**src/hdl/assert_macros.svh**
```systemverilog
// assertion macros used by the top-level design file
`ifndef ASSERT_MACROS_SVH
`define ASSERT_MACROS_SVH

// same-cycle implication
`define ASSERT_IMPLIES(lbl, clk, rstn, ante, cons) \
    lbl: assert property (@(posedge clk) disable iff (!rstn) (ante) |-> (cons)) \
        else $error("same-cycle check failed");

// next-cycle implication
`define ASSERT_NEXT(lbl, clk, rstn, ante, cons) \
    lbl: assert property (@(posedge clk) disable iff (!rstn) (ante) |=> (cons)) \
        else $error("next-cycle check failed");

`endif

```
**src/hdl/gkr_pkg.sv**
```systemverilog
// types, constants and exp table builder for the kernel regression unit
package gkr_pkg;

    localparam int S_TDATA_W    = 80;
    localparam int M_TDATA_W    = 240;
    localparam int Q_DEPTH      = 2;
    localparam int EXP_BITS_MAX = 12;
    localparam logic [16:0] LOG2E_Q16 = 17'd94548;

    typedef enum logic [1:0] {
        OP_SUPPORT = 2'd0,
        OP_WEIGHT  = 2'd1,
        OP_QUERY   = 2'd2,
        OP_CLEAR   = 2'd3
    } op_t;

    typedef enum logic [2:0] {
        CFG_GAMMA     = 3'd0,
        CFG_ACT_SUP   = 3'd1,
        CFG_ACT_DIM   = 3'd2,
        CFG_CLAMP_LIM = 3'd3,
        CFG_CLAMP_EN  = 3'd4
    } cfg_idx_t;

    typedef enum logic [3:0] {
        BK_IDLE,
        BK_EXEC,
        BK_DIST,
        BK_GLO,
        BK_GHI,
        BK_KSUM,
        BK_YMUL,
        BK_KERN,
        BK_WMUL,
        BK_ACC,
        BK_ROUND,
        BK_ERR,
        BK_EMIT
    } bk_state_t;

    typedef struct packed {
        op_t         op;
        logic [7:0]  support_index;
        logic [5:0]  dim_index;
        logic [31:0] value;
        logic [31:0] ref_force;
        logic        last;
        logic        si_ok;
        logic        di_ok;
    } cmd_t;

    typedef struct packed {
        logic [31:0] gamma;
        logic [8:0]  active_support;
        logic [6:0]  active_dim;
        logic [46:0] clamp_limit;
        logic        clamp_enable;
    } cfg_t;

    typedef struct packed {
        logic        clamped;
        logic [31:0] query_count;
        logic [47:0] error_max;
        logic [62:0] error_sum;
        logic [47:0] abs_error;
        logic [47:0] prediction;
    } res_t;

    typedef struct packed {
        logic full;
        logic empty;
    } q_stat_t;

    typedef struct packed {
        logic out_load;
        logic busy;
    } bk_stat_t;

    function automatic logic [63:0] isqrt64(input logic [63:0] v_in);
        logic [63:0] v;
        logic [63:0] r;
        logic [63:0] b;
        v = v_in;
        r = 64'd0;
        b = 64'd1 << 62;
        while (b > v) b = b >> 2;
        while (b != 64'd0) begin
            if (v >= r + b) begin
                v = v - (r + b);
                r = (r >> 1) + b;
            end else begin
                r = r >> 1;
            end
            b = b >> 2;
        end
        return r;
    endfunction

    // 2^(-idx/2^bits) in q1.32
    function automatic logic [32:0] exp_rom_value(input int bits, input int idx);
        logic [63:0] root [EXP_BITS_MAX];
        logic [63:0] p;
        int j;
        for (j = 0; j < EXP_BITS_MAX; j++) root[j] = 64'd0;
        root[bits-1] = isqrt64(64'd1 << 63);
        for (j = bits - 1; j > 0; j--) root[j-1] = isqrt64(root[j] << 32);
        p = 64'd1 << 32;
        for (j = 0; j < bits; j++) begin
            if (((idx >> j) & 1) != 0) begin
                p = (p * root[j]) >> 32;
            end
        end
        return p[32:0];
    endfunction

endpackage

```
**src/hdl/gkr_queue.sv**
```systemverilog
// short command queue between front and back
module gkr_queue (
    input  logic             aclk,
    input  logic             aresetn,
    input  logic             push,
    input  gkr_pkg::cmd_t    push_cmd,
    input  logic             pop,
    output gkr_pkg::cmd_t    head_cmd,
    output gkr_pkg::q_stat_t q_stat
);

    localparam int PW = $clog2(gkr_pkg::Q_DEPTH);
    localparam int CW = $clog2(gkr_pkg::Q_DEPTH + 1);

    gkr_pkg::cmd_t  slot_reg [gkr_pkg::Q_DEPTH];
    logic [PW-1:0]  wr_ptr_reg;
    logic [PW-1:0]  rd_ptr_reg;
    logic [CW-1:0]  count_reg;
    logic [PW-1:0]  wr_ptr_next;
    logic [PW-1:0]  rd_ptr_next;
    logic [CW-1:0]  count_next;

    assign q_stat.full  = count_reg == CW'(gkr_pkg::Q_DEPTH);
    assign q_stat.empty = count_reg == '0;
    assign head_cmd     = slot_reg[rd_ptr_reg];

    always_comb begin
        wr_ptr_next = wr_ptr_reg;
        rd_ptr_next = rd_ptr_reg;
        count_next  = count_reg;
        if (push) begin
            wr_ptr_next = (wr_ptr_reg == PW'(gkr_pkg::Q_DEPTH - 1)) ? '0 : wr_ptr_reg + 1'b1;
        end
        if (pop) begin
            rd_ptr_next = (rd_ptr_reg == PW'(gkr_pkg::Q_DEPTH - 1)) ? '0 : rd_ptr_reg + 1'b1;
        end
        if (push && !pop) begin
            count_next = count_reg + 1'b1;
        end else if (pop && !push) begin
            count_next = count_reg - 1'b1;
        end
    end

    always_ff @(posedge aclk) begin
        if (!aresetn) begin
            wr_ptr_reg <= '0;
            rd_ptr_reg <= '0;
            count_reg  <= '0;
        end else begin
            wr_ptr_reg <= wr_ptr_next;
            rd_ptr_reg <= rd_ptr_next;
            count_reg  <= count_next;
        end
    end

    always_ff @(posedge aclk) begin
        if (push) begin
            slot_reg[wr_ptr_reg] <= push_cmd;
        end
    end

endmodule

```
**config.mk**
```make
export PLATFORM = sky130hd
export DESIGN_NAME = gkr_queue
export DESIGN_NICKNAME = d
export VERILOG_FILES = /design/src/hdl/assert_macros.svh /design/src/hdl/gkr_pkg.sv /design/src/hdl/gkr_queue.sv
export SDC_FILE = /design/constraint.sdc
export NUM_CORES = 1
export LEC_CHECK = 0
export ABC_AREA = 1
export BUFFER_PORTS_ARGS = -buffer_cell sky130_fd_sc_hd__buf_4
export CAP_MARGIN = 20
export CORE_MARGIN = 2
export CORE_UTILIZATION = 31
export CTS_CLUSTER_DIAMETER = 40
export DETAILED_ROUTE_END_ITERATION = 16
export MAX_ROUTING_LAYER = met4
export PLACE_DENSITY = 0.62
export SYNTH_ARGS = -nofsm -noshare
export SYNTH_HDL_FRONTEND = slang
export SYNTH_SLANG_ARGS = --single-unit
export TNS_END_PERCENT = 10
```
**constraint.sdc**
```tcl
create_clock -name aclk -period 6.1 [get_ports aclk]
set_input_delay 0 -clock aclk [delete_from_list [all_inputs] [get_ports aclk]]
set_output_delay 0 -clock aclk [all_outputs]
set_load 0.01 [all_outputs]
```
# After elaboration in Yosys (flattened, before gate mapping)
# Memory sizes are Yosys's and may differ from the RTL's. A register that Yosys moved wholly into a read port is not among the register bits.
# Cells that the tools add are included.
dict set report word_totals {
  in_bits 87
  wordCells 23
  memories 1
  ff_bits 4
  output_inout_bits 85
  mem_bits_rw 166
}
dict set report classes {
  mux 8
  eq_ne 1
  n_addsub 4
  n_reduce_logical 6
}
# name words width read_ports rd_clocked_by_memory_dff write_ports line_no
set mem_list {}
lappend mem_list {slot_reg 2 83 1 1 1 gkr_queue.sv:15} ;# gkr_pkg::cmd_t slot_reg [gkr_pkg::Q_DEPTH];
# cell count
set ops {}
lappend ops {{$mux 1} 6}
lappend ops {{$mux 2} 2}
lappend ops {{$add 1x1->1 const B} 2}
lappend ops {{$add 2x1->2 const B} 1}
lappend ops {{$eq 2x2->1 const B} 1}
lappend ops {{$logic_and 1x1->1} 2}
lappend ops {{$logic_not 1->1} 2}
lappend ops {{$logic_not 2->1} 1}
lappend ops {{$reduce_bool 2->1} 1}
lappend ops {{$sub 2x1->2 const B} 1}

# Longest topological paths before layout
# Gate-level depths: netlist (run 1).
dict set report depth {
  ltp_word 4
  mapped_depth 8
  mapped_depth_nobuf 8
}

# Worst setup path before layout (run 1)
# OpenSTA, ideal clock, no wires.
dict set report synth_timing {
  path_kind {reg-to-reg}
  from {register wr_ptr_reg}
  to {memory slot_reg[0][0] in the netlist's numbering (enable)}
  n_path_buf 0
  required_time_ns 5.573
  path_stages_with_launch 2
  setup_time_ns 0.527
  setup_slack_ns 1.796
  arrival_ns 3.777
  period_less_slack_ns 4.304
  cell_sequence {dfxtp_1 -> nor2_1}
}
# item line_no
set synth_rtl {}
lappend synth_rtl {{from (decl)} gkr_queue.sv:16} ;# logic [PW-1:0] wr_ptr_reg;
lappend synth_rtl {{from (signal assigned)} gkr_queue.sv:50} ;# wr_ptr_reg <= wr_ptr_next;
lappend synth_rtl {{to (decl)} gkr_queue.sv:15}
# Straight into the memory's write port.

==> impl_metrics.tcl, run 1 <==
set metrics [dict create \
    status "completed" \
    final_max_slew_viol_count 0 \
    cp_slowest_cell "dfxtp_4" \
    final_area_um2 9545 \
    grt_pass1_wl_mm 19.30 \
    post_cts_buffers 0 \
    reg2reg_to "slot_reg[0][63]" \
    dr_total_vias 3533 \
    synth.net_count 381 \
    synth_seq_cells 171 \
    worst-slew-pin-transition_ps 855.9 \
    synth.avg_cell_area_um2 22.41 \
    grt_usage 0.1175 \
    clk_pin_slew_ps 70 \
    vias_per_cell 4.137 \
    path_common_cell "buf_4" \
    irDropWorstVdd_uv 183.9 \
    hold_path_depth 2 \
    start_util 0.3143 \
    routed-wl-met2_mm 6.622 \
    synth.largest_area_cell "edfxtp_1" \
    wl_met3_um 587 \
    slew_headroom 0.4294 \
    cp_max_fo 47 \
    period_needed_ps 2609 \
    p_per_area_nw_per_um2 287.1 \
    dp_slack_ps 3691 \
    avgRoutedWirePerCell_um 14.95 \
    fp.coreArea_um2 20890 \
    synth_top_area_frac 0.7591 \
    wl_mm 12.77 \
    first_pass_iters 4 \
    fin_crit_sh 0.4277 \
    synth_area_leaders "edfxtp_1, mux2_4, mux2_2" \
    worst_ep_required_time_ps 6100 \
    cts_buffers 17 \
    drt_iter0_drc 123 \
    skew_ps 15.09 \
    crit_path_cell_trace "buf_4 > mux2_2 > buf_4" \
    cts.sinks 171 \
    start_kind "register" \
    grt_max_degree 84 \
    io_buffers 171 \
    antenna_left 0 \
    drv_cap 0 \
    critPathCaptureType "output pin" \
    place_congestion 0.6892 \
    fmax_ghz 0.3833 \
    ctsLongestPathBuffers 2 \
    hold-path-endpoint "slot_reg[1][55]" \
    clockRootBuffer "clkbuf_16" \
    remaining_drc_errors 0 \
    critPathMaxStageDelay_ps 780 \
    p_leak_nw 3.741 \
    rsz0062_at_grt "no" \
    die_h_um 149.5 \
    worst_slack_ps 3491 \
    place_area_um2 8066 \
    synth_area_um2 6566 \
    synthCells 293 \
    std_cell_rows 53 \
    ys_warn_count 0 \
    ys_seq_area_frac 0.7744 \
    yosysUniqueCellTypes 15 \
    hpwlAfterDp_mm 7.769 \
    largest_register_ffs 166 \
    regToRegSetupSlack_ps 4130 \
    holdCritStartpoint "push_cmd[55]" \
    register_area_um2 5089 \
    die_w_um 149.5 \
    cts_tree "built" \
    diodes 0 \
    r2r_cells 3 \
    grt_pass1_vias 3832 \
    crit_type "register to output pin" \
    cts_max_level 4 \
    io_pins 172 \
    finalSetupTns_ps 0 \
    fillers 1804 \
    hold_viol 0 \
    worstPathArrival_ps 2610 \
    finalNetCount 655 \
    clkLatencyLatePin_ps 420 \
    top_layer "met4" \
    hold_class "input port to register" \
    area_growth_pct 45.37 \
    drive_gt1_frac 0.5009 \
    antenna_found_initial 0 \
    die_area_um2 22360 \
    multi_input_area_um2 1303 \
    wl_met1_mm 5.346 \
    overflow 0 \
    r2r_start "wr_ptr_reg" \
    setup_viol 0 \
]
synth_stat cells:
cell type	count
a21oi_1	1
buf_12	7
buf_2	1
buf_6	1
dfxtp_1	5
edfxtp_1	166
ha_1	1
inv_1	8
mux2_2	13
mux2_4	70
nand2_1	8
nand3_1	1
nand4_1	1
nor2_1	9
o21ai_0	1
timing repair:
action,4_1_cts,5_1_grt
hold endpoints to repair,171,0
gates resized for setup,0,0
hold buffers,89,0
power breakdown:
| group | switching, mW | internal [mW] |
|---|---|---|
| Sequential | 0.0251 | 1.36 |
| Combinational | 0.138 | 0.214 |
| Clock | 0.441 | 0.563 |
| Total | 0.605 | 2.14 |
kinds of logic (layout without fill, tap and decap cells):
family,count (synthesis),after routing,share of synthesized area
flip-flops,171,171,0.7744
adder cells (fa/ha/maj),1,1,0.001905
buffers and inverters,17,303,0.02839
multiplexers,83,83,0.1824
AO/OA/AOI/OAI,2,2,0.001523
AND/OR/NAND/NOR,19,19,0.01143
cell type report:
class                           count  area share
Timing Repair Buffer              264      0.2336
Tap cell                          275     0.03605
Clock inverter                     12     0.01206
Inverter                            8    0.003408
Sequential cell                   171      0.5331
Multi-Input combinational cell    105      0.1365
Clock buffer                       19     0.04535
through the flow:
stage                     cells  hold slack (ps)  utilization  total power, mW
after floorplan             293            98.87            -            1.575
after global placement      732            185.7       0.3862            1.708
after detailed placement    732            187.8       0.3862            1.718
after CTS                   852            279.0       0.4550            2.778
after global routing        854            280.9       0.4570            2.851
final                       854            296.9       0.4570            2.741
critical path, delay by kind of cell (launching register included):
kind | cells | cell delay (ps)
buffers and inverters | 2 | 910
multiplexers | 1 | 420
flip-flops | 1 | 780
cells in the final DEF (no fill, tap or decap):
master,Yosys,layout
clkinvlp_4,0,6
nor2_4,0,1
nor2_1,9,8
mux2_4,70,70
dlygate4sd3_1,0,89
clkbuf_1,0,2
inv_4,0,1
nand4_1,1,1
inv_6,0,4
inv_1,8,7
clkinv_2,0,1
nand2_1,8,8
o21ai_0,1,1
nand3_1,1,1
a21oi_1,1,1
bufinv_16,0,1
dfxtp_4,0,1
buf_4,0,173
dfxtp_1,5,4
ha_1,1,1
mux2_2,13,13
edfxtp_1,166,166
clkbuf_16,0,17
buf_12,7,2
worst max path at each step:
| stage | end | slack [ps] | cells after the start |
|---|---|---|---|
| floorplan | slot_reg[0][0] | 1800 | 1 |
| detailed placement | slot_reg[0][22] | 3690 | 2 |
| CTS | head_cmd[81] | 3410 | 3 |
| finish | head_cmd[81] | 3490 | 3 |
| global placement | slot_reg[0][30] | 3780 | 2 |
| global route | head_cmd[63] | 3340 | 3 |
routing by layer:
layer  track usage  vias to the layer above
met3       0.03079                       13
met5             -                        -
li1              -                     1682
met1        0.1309                     1729
met2        0.2018                      109
met4       0.04571                        0
No activity file was read; power rests on OpenSTA's default activity.
==> run 2, diff against run 1 <==
Settings changed: ABC_AREA 1 to 0, PLACE_DENSITY 0.62 to 0.64.
Clock period 6.1 ns to 2.35 ns, I/O delays scaled along.
==> impl_metrics.tcl, run 2 <==
set metrics [dict create \
    worst-slew-pin-transition_ps 622.2 \
    std_cell_rows 51 \
    clk_pin_slew_ps 60 \
    hold-path-endpoint "count_reg[1]" \
    synth_ff_type "edfxtp_1" \
    io_pins 172 \
    slew_headroom 0.5852 \
    remaining_drc_errors 0 \
    synth_fa_ha_area_frac 0.002008 \
    critPathTopFamily "buffers and inverters" \
    fp.coreArea_um2 19590 \
    worst_slack_ps 580.3 \
    die_w_um 145.8 \
    wl_met1_mm 5.180 \
    final_common_cell "buf_4" \
    period_needed_ps 1770 \
    p_total_mw 7.101 \
    synthCells 280 \
    irDropWorstVdd_uv 466.8 \
    setup_viol 0 \
    grt_pass1_wl_mm 19.62 \
    regToRegSetupSlack_ps 580 \
    synth_area_leaders "edfxtp_1, mux2_2, dfxtp_1" \
    die_area_um2 21250 \
    critPathCaptureType "register" \
    place_congestion 0.6853 \
    postCtsHoldBufs 86 \
    first_pass_iters 5 \
    rsz0062_at_grt "no" \
    final_cell_mix "buf_4, edfxtp_1, dlygate4sd3_1" \
    holdCritStartpoint "push" \
    clkLatencyLatePin_ps 410 \
    synth_simple_gate_area_frac 0.009038 \
    stdcell_count 829 \
    crit_path_cell_trace "nor2b_4 > buf_4 > o21a_1 > dlygate4sd3_1" \
    synth_top_area_frac 0.8002 \
    async_flop_share 0 \
    finalNetCount 639 \
    ys_seq_area_frac 0.8162 \
    power_switching_mw 1.573 \
    drv_cap 0 \
    ctsLongestPathBuffers 2 \
    fin_crit_sh 0.7531 \
    avgRoutedWirePerCell_um 15.30 \
    area_growth_pct 48.22 \
    overflow 0 \
    r2r_start "wr_ptr_reg" \
    cp_max_fo 44 \
    die_h_um 145.8 \
    cp_slowest_cell "dlygate4sd3_1" \
    antenna_left 0 \
    wl_met3_um 637 \
    fillers 1650 \
    grt_max_degree 84 \
    place_area_um2 7823 \
    final_area_um2 9234 \
    clockRootBuffer "clkbuf_16" \
    dr_total_vias 3492 \
    path_buf_inv 2 \
    start_kind "register" \
    grt_pass1_vias 3895 \
    ys_warn_count 0 \
    crit_type "register to register" \
    io_buffers 171 \
    fmax_ghz 0.5651 \
    r2r_cells 4 \
    cts.sinks 171 \
    post_cts_buffers 0 \
    hold_path_depth 4 \
    p_int_mw 5.528 \
    synth_top_family_by_area "multiplexers" \
    reg2reg_to "wr_ptr_reg" \
    yosysUniqueCellTypes 18 \
    crit_cells 4 \
    p_leak_nw 3.445 \
    synth_seq_cells 171 \
    swShare 0.2215 \
    diodes 0 \
    grt_usage 0.1224 \
    hold_class "input port to register" \
    synth_edf_count 166 \
    cts_tree "built" \
    synth.net_count 368 \
    skew_ps 9.622 \
    status "completed" \
    p_seq_frac 0.502 \
    antenna_found_initial 0 \
    synth.mux.area_fraction 0.1500 \
    wl_mm 12.69 \
    worst_ep_required_time_ps 2710 \
    synth_compound_area_frac 0.003213 \
    cts_buffers 17 \
    worstPathArrival_ps 2130 \
    synth_area_um2 6230 \
    p_clk_frac 0.367 \
    critPathMaxStageDelay_ps 530 \
    final_max_slew_viol_count 0 \
    dpl.cell_count 711 \
    dp_slack_ps 975.7 \
    start_util 0.3180 \
    synth.largest_area_cell "edfxtp_1" \
    routed-wl-met2_mm 6.745 \
    combPwrFrac 0.132 \
    synth-xor-area-share 0.004218 \
    hpwlAfterDp_mm 7.574 \
    drt_iter0_drc 123 \
    post_cts_resized 0 \
    vias_per_cell 4.212 \
    synth.avg_cell_area_um2 22.25 \
    top_layer "met4" \
    drive_gt1_frac 0.5177 \
    yosysMostFrequentCell "edfxtp_1" \
    whs_ps 101.8 \
    hold_viol 0 \
    largest_register_ffs 166 \
    p_per_area_nw_per_um2 769.0 \
    ys_top_cells_by_count "edfxtp_1, mux2_2, buf_6, dfxtp_1, and2_1" \
    cts_max_level 4 \
]
==> run 2: how the worst max path moves through the flow <==
stage / startpoint / end
after global placement: wr_ptr_reg / slot_reg[1][72]
after floorplan: wr_ptr_reg / slot_reg[1][0]
after global routing: wr_ptr_reg / wr_ptr_reg
final: wr_ptr_reg / wr_ptr_reg
after CTS: wr_ptr_reg / wr_ptr_reg
after detailed placement: wr_ptr_reg / slot_reg[0][1]
==> run 2: kinds of logic (layout without fill, tap and decap cells) <==
group / after synthesis / count (layout)
compound gates: 3 / 3
xor+xnor: 3 / 3
fa+ha+maj: 1 / 1
buf+inv: 10 / 294
flops: 171 / 171
mux: 83 / 83
simple gates: 9 / 9
==> run 2: power groups by stage <==
stage / registers [mW] / logic, mW / clock network [mW]
after floorplan: 3.62 / 0.407 / 0
after global placement: 3.62 / 0.813 / 0
after detailed placement: 3.63 / 0.827 / 0
after CTS: 3.56 / 0.948 / 2.70
after global routing: 3.57 / 1.00 / 2.82
final: 3.56 / 0.935 / 2.60
==> run 2: routing by layer <==
| layer | vias up | track usage |
|---|---|---|
| met1 | 1729 | 0.1327 |
| met3 | 7 | 0.03605 |
| met5 | - | - |
| met4 | 0 | 0.04069 |
| li1 | 1647 | - |
| met2 | 109 | 0.2149 |
==> run 2: area by class of cell <==
type / instances / area, um2 / share of cell area
Tap cell: 265 / 331.6 / 0.03591
Sequential cell: 171 / 5089 / 0.5511
Timing Repair Buffer: 261 / 2200 / 0.2382
Clock inverter: 13 / 117.6 / 0.01274
Clock buffer: 19 / 432.9 / 0.04688
Inverter: 1 / 3.754 / 0.0004065
Multi-Input combinational cell: 99 / 1060 / 0.1148
==> run 2: through the flow <==
step | util | setup TNS, ps
2_1_floorplan | - | -34560
3_3_place_gp | 0.3993 | 0
3_5_place_dp | 0.3993 | 0
4_1_cts | 0.4714 | 0
5_1_grt | 0.4714 | 0
6_report | 0.4714 | 0
==> run 2: worst reg2reg max path, stage by stage, from the launching register on <==
cell	delay [ps]
dfxtp_1	340
nor2b_4	120
buf_4	520
o21a_1	210
dlygate4sd3_1	530
==> run 3, diff against run 2 <==
Settings changed: ABC_AREA 0 to 1, PLACE_DENSITY 0.64 to 0.63.
Clock period 2.35 ns to 1.5 ns, I/O delays scaled along.
==> impl_metrics.tcl, run 3 (synthesis gave the netlist of run 1 again) <==
set metrics [dict create \
    worstPathArrival_ps 1590 \
    ctsLongestPathBuffers 2 \
    worst-slew-pin-transition_ps 298.8 \
    cp_max_fo 10 \
    dr_total_vias 3628 \
    cp_slowest_cell "dfxtp_4" \
    fillers 1717 \
    cts_buffers 17 \
    drive_gt1_frac 0.5228 \
    std_cell_rows 53 \
    first_pass_iters 4 \
    drt_iter0_drc 115 \
    remaining_drc_errors 0 \
    critPathMaxStageDelay_ps 390 \
    fin_crit_sh 1.063 \
    cts.sinks 171 \
    slew_headroom 0.8008 \
    final_max_slew_viol_count 0 \
    p_per_area_nw_per_um2 1136 \
    final_cell_mix "edfxtp_1, buf_4, dlygate4sd3_1" \
    finalNetCount 666 \
    wl_met1_mm 5.898 \
    crit_type "register to output pin" \
    hpwlAfterDp_mm 8.074 \
    antenna_found_initial 0 \
    skew_ps 7.607 \
    whs_ps 305.1 \
    largest_register_ffs 166 \
    clk_pin_slew_ps 70 \
    avgRoutedWirePerCell_um 16.40 \
    grt_pass1_wl_mm 19.95 \
    io_buffers 171 \
    multi_input_area_um2 1354 \
    die_area_um2 22360 \
    routed-wl-met2_mm 7.609 \
    grt_pass1_vias 3937 \
    die_w_um 149.5 \
    crit_path_cell_trace "clkbuf_16 > buf_16 > mux2_4 > buf_6" \
    grt_usage 0.1233 \
    rsz0062_at_grt "yes" \
    antenna_left 0 \
    start_util 0.3143 \
    register_area_um2 5090 \
    status "complete, but fails checks" \
    die_h_um 149.5 \
    area_growth_pct 56.65 \
    wl_mm 14.20 \
    grt_max_degree 48 \
    fp.coreArea_um2 20890 \
    critPathCaptureType "output pin" \
    worst_slack_ps -94.83 \
    io_pins 172 \
    diodes 0 \
    dp_slack_ps 289.7 \
    violations "setup timing" \
    period_needed_ps 1595 \
    wl_met3_um 497 \
    worst_ep_required_time_ps 1500 \
    irDropWorstVdd_uv 735.2 \
    hold_class "input port to register" \
    p_leak_nw 4.067 \
    cts_tree "built" \
    vias_per_cell 4.189 \
    place_congestion 0.6922 \
    hold_viol 0 \
    cts_max_level 4 \
    fmax_ghz 0.6270 \
    clkLatencyLatePin_ps 420 \
    final_common_cell "edfxtp_1" \
    top_layer "met4" \
    clockRootBuffer "clkbuf_16" \
    setup_viol 83 \
    drv_cap 0 \
    start_kind "register" \
    overflow 0 \
]
run 3: cell count changes in the layout (fill, tap and decap cells not counted), moves of 4 or more:
cell | before | now
buf_4 | 173 | 88
inv_1 | 1 | 7
buf_6 | 0 | 84
nor2_1 | 1 | 8
clkinv_2 | 4 | 0
nand2_1 | 0 | 7
mux2_4 | 0 | 83
buf_16 | 0 | 7
mux2_2 | 83 | 0
clkbuf_16 | 17 | 22
run 3: area by class of cell:
class,count,area share
flip-flops and latches,171,0.4948
repair buffers,275,0.2805
inverters,8,0.003284
clock inverters,15,0.01496
clock buffers,17,0.04136
multi-input cells,105,0.1316
well taps,275,0.03345
run 3: per-stage QoR:
stage               cell area (um2)  TNS [ps]    util  total power, mW  cells
CTS                            9996     -8975  0.4785            11.71    861
finish                        10290     -5681  0.4924            11.69    866
global placement               8177         0  0.3914            6.982    736
detailed placement             8177         0  0.3914            7.022    736
global route                  10290    -10830  0.4924            12.14    866
floorplan                      6581    -80100       -            6.393    293
run 3: power by group:
part	internal (mW)	switching [mW]
Sequential	5.52	0.0708
Clock	2.22	2.04
Combinational	1.14	0.691
Total	8.88	2.81
run 3: path summary, 6_finish.rpt:
kind                                    from         endpoint  slack [ps]  cells past startpoint
worst min register to register    rd_ptr_reg       rd_ptr_reg         520                      2
worst max register to register    wr_ptr_reg  slot_reg[1][46]         340                      3
worst max-delay path                register     head_cmd[77]         -90                      4
worst min-delay path            push_cmd[68]  slot_reg[0][68]         310                      2
run 3: metal layers:
metal / global-route usage / up-vias
li1: - / 1718
met1: 0.1407 / 1802
met2: 0.2124 / 95
met3: 0.02927 / 13
met4: 0.04381 / 0
met5: - / -
run 3: timing repair:
action	CTS	global route
cloned	5	5
resized for setup	60	44
hold buffers	86	0
setup buffers	2	0
pin swaps	0	0
setup endpoints to repair	83	83
hold endpoints to repair	171	0
run 3: worst max-delay path, delay by kind of cell, from the launching register on:
family	cells	cell delay [ps]
DFF	1	390
muxes	1	310
buffers and inverters	3	460
